===== src/hw/rtl/mmenv_pkg.sv =====
package mmenv_pkg;

	localparam int unsigned STORE_PAIRS_DEF = 1024;
	localparam int unsigned SAMPLE_BITS_DEF = 16;

	localparam int unsigned ZOOM_W  = 25;
	localparam int unsigned FILL_W  = ZOOM_W - 1;
	localparam int unsigned START_W = 17;
	localparam int unsigned CAP_W   = 10;
	localparam int unsigned CFG_W   = START_W;

	localparam logic [ZOOM_W-1:0] ZOOM_HALF_CEIL = ZOOM_W'(1 << 23);
	localparam logic [CAP_W-1:0]  CAP_RESET      = CAP_W'(1022);

	typedef enum logic [1:0] {
		OP_SAMPLE = 2'd0,
		OP_FLUSH  = 2'd1,
		OP_READ   = 2'd2,
		OP_NONE   = 2'd3
	} op_t;

	typedef enum logic {
		CFG_START_ZOOM = 1'b0,
		CFG_CAPACITY   = 1'b1
	} cfg_idx_t;

	typedef enum logic {
		KIND_WINDOW = 1'b0,
		KIND_READ   = 1'b1
	} kind_t;

	typedef enum logic [2:0] {
		ST_IDLE,
		ST_CLOSE,
		ST_READ,
		ST_CMP_RD0,
		ST_CMP_RD1,
		ST_CMP_WR,
		ST_EMIT
	} state_t;

	typedef struct packed {
		logic accept;
		logic store;
		logic read_done;
		logic cmp_rd0;
		logic cmp_rd1;
		logic cmp_wr;
		logic emit;
	} mmenv_cmd_t;

	typedef struct packed {
		logic is_read;
		logic close_now;
		logic cmp_go;
		logic cmp_last;
		logic out_free;
	} mmenv_sts_t;

endpackage


===== src/hw/rtl/mmenv_ctrl.sv =====
module mmenv_ctrl
	import mmenv_pkg::*;
(
	input  logic       clk,
	input  logic       arst_n,
	input  logic       in_valid,
	output logic       in_ready,
	input  mmenv_sts_t sts,
	output mmenv_cmd_t cmd
);
	state_t state_q;
	state_t state_d;

	always_ff @(posedge clk or negedge arst_n) begin
		if (!arst_n) begin
			state_q <= ST_IDLE;
		end else begin
			state_q <= state_d;
		end
	end

	always_comb begin
		state_d  = state_q;
		cmd      = '0;
		in_ready = 1'b0;
		case (state_q)
			ST_IDLE: begin
				in_ready   = 1'b1;
				cmd.accept = in_valid;
				if (in_valid) begin
					if (sts.is_read) begin
						state_d = ST_READ;
					end else if (sts.close_now) begin
						state_d = ST_CLOSE;
					end
				end
			end
			ST_CLOSE: begin
				cmd.store = 1'b1;
				state_d   = sts.cmp_go ? ST_CMP_RD0 : ST_EMIT;
			end
			ST_READ: begin
				cmd.read_done = 1'b1;
				state_d       = ST_EMIT;
			end
			ST_CMP_RD0: begin
				cmd.cmp_rd0 = 1'b1;
				state_d     = ST_CMP_RD1;
			end
			ST_CMP_RD1: begin
				cmd.cmp_rd1 = 1'b1;
				state_d     = ST_CMP_WR;
			end
			ST_CMP_WR: begin
				cmd.cmp_wr = 1'b1;
				state_d    = sts.cmp_last ? ST_EMIT : ST_CMP_RD0;
			end
			ST_EMIT: begin
				// hold until the output register is free
				if (sts.out_free) begin
					cmd.emit = 1'b1;
					state_d  = ST_IDLE;
				end
			end
			default: begin
				state_d = ST_IDLE;
			end
		endcase
	end
endmodule


===== config.mk =====
export PLATFORM = sky130hd
export DESIGN_NAME = mmenv_ctrl
export DESIGN_NICKNAME = d
export VERILOG_FILES = /design/src/hw/rtl/mmenv_pkg.sv /design/src/hw/rtl/mmenv_ctrl.sv
export SDC_FILE = /design/constraint.sdc
export NUM_CORES = 1
export LEC_CHECK = 0
export BUFFER_PORTS_ARGS = -buffer_cell sky130_fd_sc_hd__buf_2
export CAP_MARGIN = 10
export CELL_PAD_IN_SITES_DETAIL_PLACEMENT = 0
export CELL_PAD_IN_SITES_GLOBAL_PLACEMENT = 1
export CORE_AREA = 10 10 47 49
export CTS_CLUSTER_DIAMETER = 50
export DETAILED_ROUTE_END_ITERATION = 7
export DIE_AREA = 0 0 57 59
export PLACE_DENSITY_LB_ADDON = 0.1
export SYNTH_ARGS = -nofsm -noshare
export SYNTH_HDL_FRONTEND = slang
export SYNTH_SLANG_ARGS = --single-unit

===== constraint.sdc =====
create_clock -name clk -period 0.9 [get_ports clk]
set_input_delay 0.18 -clock clk [delete_from_list [all_inputs] [get_ports clk]]
set_output_delay 0.18 -clock clk [all_outputs]
set_load 0.05 [all_outputs]

==> flow_summary_export.csv <==
group,metric,value,unit
status,outcome,"complete, but fails checks",
status,violations,"negative setup slack",
synth,synth-main-ff-cell,"dfrtp_1",
synth,ys_top_cells_by_area,"dfrtp_1, nor3b_1, and3b_1",
synth,synth_cell_types,20,
finish,largest_reg_flops,3,
route,wl_per_cell,13.1,um
die,die_h,59,um
setup_path,r2r_slack,-0.38,ns
die,start_util,17.8,%
clock_tree,htreeDepth,1,
timing,worstMarginPinSlew,0.201,ns
finish,syn2layout_area_growth,146,%
setup_path,worst_path_most_repeated_cell,"buf_6",
timing,slew-limit-headroom,86.5,%
synth,synth_common_cells,"a21oi_1, buf_2, dfrtp_1, nor3b_1",
power,p_leak,0.000276,uW
clock_tree,numCtsBuffers,3,
clock_tree,clk_pin_slew,0.04,ns
global_route,antenna_found_initial,0,
setup_path,path_buf_inv,2,
route,drt_wl_total,982,um
timing,rsz0062_at_grt,"yes",
die,dieWidth,57,um
setup_path,cp-start-kind,"flip-flop",
finish,fillers,141,
synth,ys.warnings.count,0,
setup_path,crit_slowest_cell,"dfrtp_2",
finish,multi_input_area,231,um^2
route,first_pass_iters,2,
route,vias,345,
timing,hold_viol,0,
min_path,hp-class,"input port to async pin",
timing,min_period,1.39,ns
synth,async_flop_share,100,%
finish,top_register,"state_q",
finish,ff_latch_area,78.8,um^2
synth,synth_fp_nets,38,
finish,num-nets-final,68,
power,peakVddDrop,1360,uV
route,route.detailed.drc,0,
finish,layout-drive-gt1-share,76.3,%
synth,synth.cell_area,249,um^2
power,power_density,4170,nW/um^2
clock_tree,cts_tree,"yes",
place,dp_cells,66,
run,maxCapViolations,0,
synth,synth_edf_count,0,
global_route,globalRouteTotalUtil,6.49,%
place,hpwl,719,um
synth,syn_inst,30,
timing,finalSetupViolCount,11,
place,port_buffers,15,
clock_tree,clockRootBuffer,"clkbuf_4",
place,gp_congestion,0.751,
setup_path,cpPeakStageDelay,0.46,ns
finish,largestRegisters,"state_q: 3 flops",
synth,avgSynthCellArea,8.30,um^2
die,coreArea,1400,um^2
setup_path,path_cells,"buf_6 > nor3b_4 > buf_6",
global_route,grt_pass1_vias,435,
setup_path,crit_fanout,6,
setup_path,cp_top_family,"flip-flops",
clock_tree,clock_latency,0.23,ns
global_route,grt_max_degree,9,
setup_path,criticalPathCategory,"flip-flop to output port",
setup_path,required,0.72,ns
finish,final_util,43.7,%
finish,instances_no_fill,75,
timing,maxSlewViolCount,0,
synth,ys_seq_elements,3,
timing,max_freq,0.719,GHz
setup_path,arrival,1.21,ns
global_route,overflow,0,
finish,n_antenna_cell,0,
route,viasPerCell,4.60,
route,drtIter0Drc,1,
synth,synth_top_area_share,30.2,%
clock_tree,clockBufferDepth,2,
synth,synth-seq-area-share,30.2,%
die,rows,14,
synth,post-synth-top-area-cell,"dfrtp_1",
setup_path,cp-end-kind,"output port",
die,dieArea,3360,um^2
route,drtAntennaViolNets,0,
die,ios,16,
clock_tree,cts_num_sinks,3,
global_route,grt_pass1_wl,1790,um
timing,finClkSkew,0.00195,ns
timing,setup_slack,-0.492,ns
timing,timing.final.crit_share,155,%
==> cells by family after synthesis <==
| logic type | after synthesis | share of synthesized area, % |
|---|---|---|
| buffers and inverters | 4 | 7.53 |
| flip-flops | 3 | 30.1 |
| AO/OA/AOI/OAI | 11 | 29.6 |
| AND/OR/NAND/NOR | 12 | 32.7 |
==> timing repair <==
item	in CTS	in global routing
hold endpoints to repair	3	0
setup buffers	4	1
resized for setup	32	2
pin swaps	7	2
setup endpoints to repair	11	11
hold buffers	1	0
==> where the power goes <==
group	internal, uW	switching, uW	leakage [uW]
combinational	970	972	0.000229
sequential	219	163	0.0000322
clock	166	64.3	0.0000150
==> layout by cell type, fill, tap and decap left out, types with 2 or more instances in the layout <==
master | synthesis | routed
and3b_2 | 0 | 2
buf_2 | 3 | 7
clkbuf_4 | 0 | 3
a21oi_2 | 1 | 2
buf_6 | 0 | 11
a21oi_1 | 3 | 2
nor3b_4 | 0 | 3
o21ai_1 | 1 | 2
buf_8 | 0 | 2
buf_4 | 0 | 7
dfrtp_2 | 0 | 3
==> path summary, 6_finish.rpt <==
path                       startpoint    endpoint  cells after the start
setup / recovery           state_q[0]      cmd[2]                      3
hold / removal                 arst_n  state_q[1]                      2
setup reg to reg           state_q[0]  state_q[0]                      5
hold reg to reg            state_q[2]  state_q[1]                      3
max in group asynchronous      arst_n  state_q[0]                      2
min in group clk               sts[2]  state_q[0]                      3
==> stage by stage <==
step / setup WS, ns / setup TNS [ns] / instance area (um^2) / power [uW] / hold slack (ns)
after detailed placement: -0.418 / -3.58 / 444 / 1830 / -0.0236
final: -0.492 / -4.63 / 612 / 2550 / 0.269
after CTS: -0.498 / -4.70 / 604 / 2550 / 0.257
after global placement: -0.385 / -3.39 / 444 / 1800 / -0.0238
after global routing: -0.533 / -5.10 / 612 / 2730 / 0.288
after floorplan: -0.548 / -3.29 / 317 / 1470 / -0.116
==> routing by layer <==
metal | GRT usage (%) | vias to the layer above | share of wire [%]
met2 | 13.2 | 5 | 62
met1 | 5.35 | 171 | 34
met5 | 0 | - | 0
met4 | 4.03 | 0 | 0
met3 | 1.72 | 0 | 3.8
li1 | - | 169 | -
==> area by class of cell <==
type                       instances  share of cell area [%]
timing repair buffer              28                    41.1
tap                               16                    3.27
inverter                           1                   0.613
clock buffer                       4                    4.29
sequential                         3                    12.9
multi-input combinational         23                    37.8
Power figures use the tool's default switching activity.
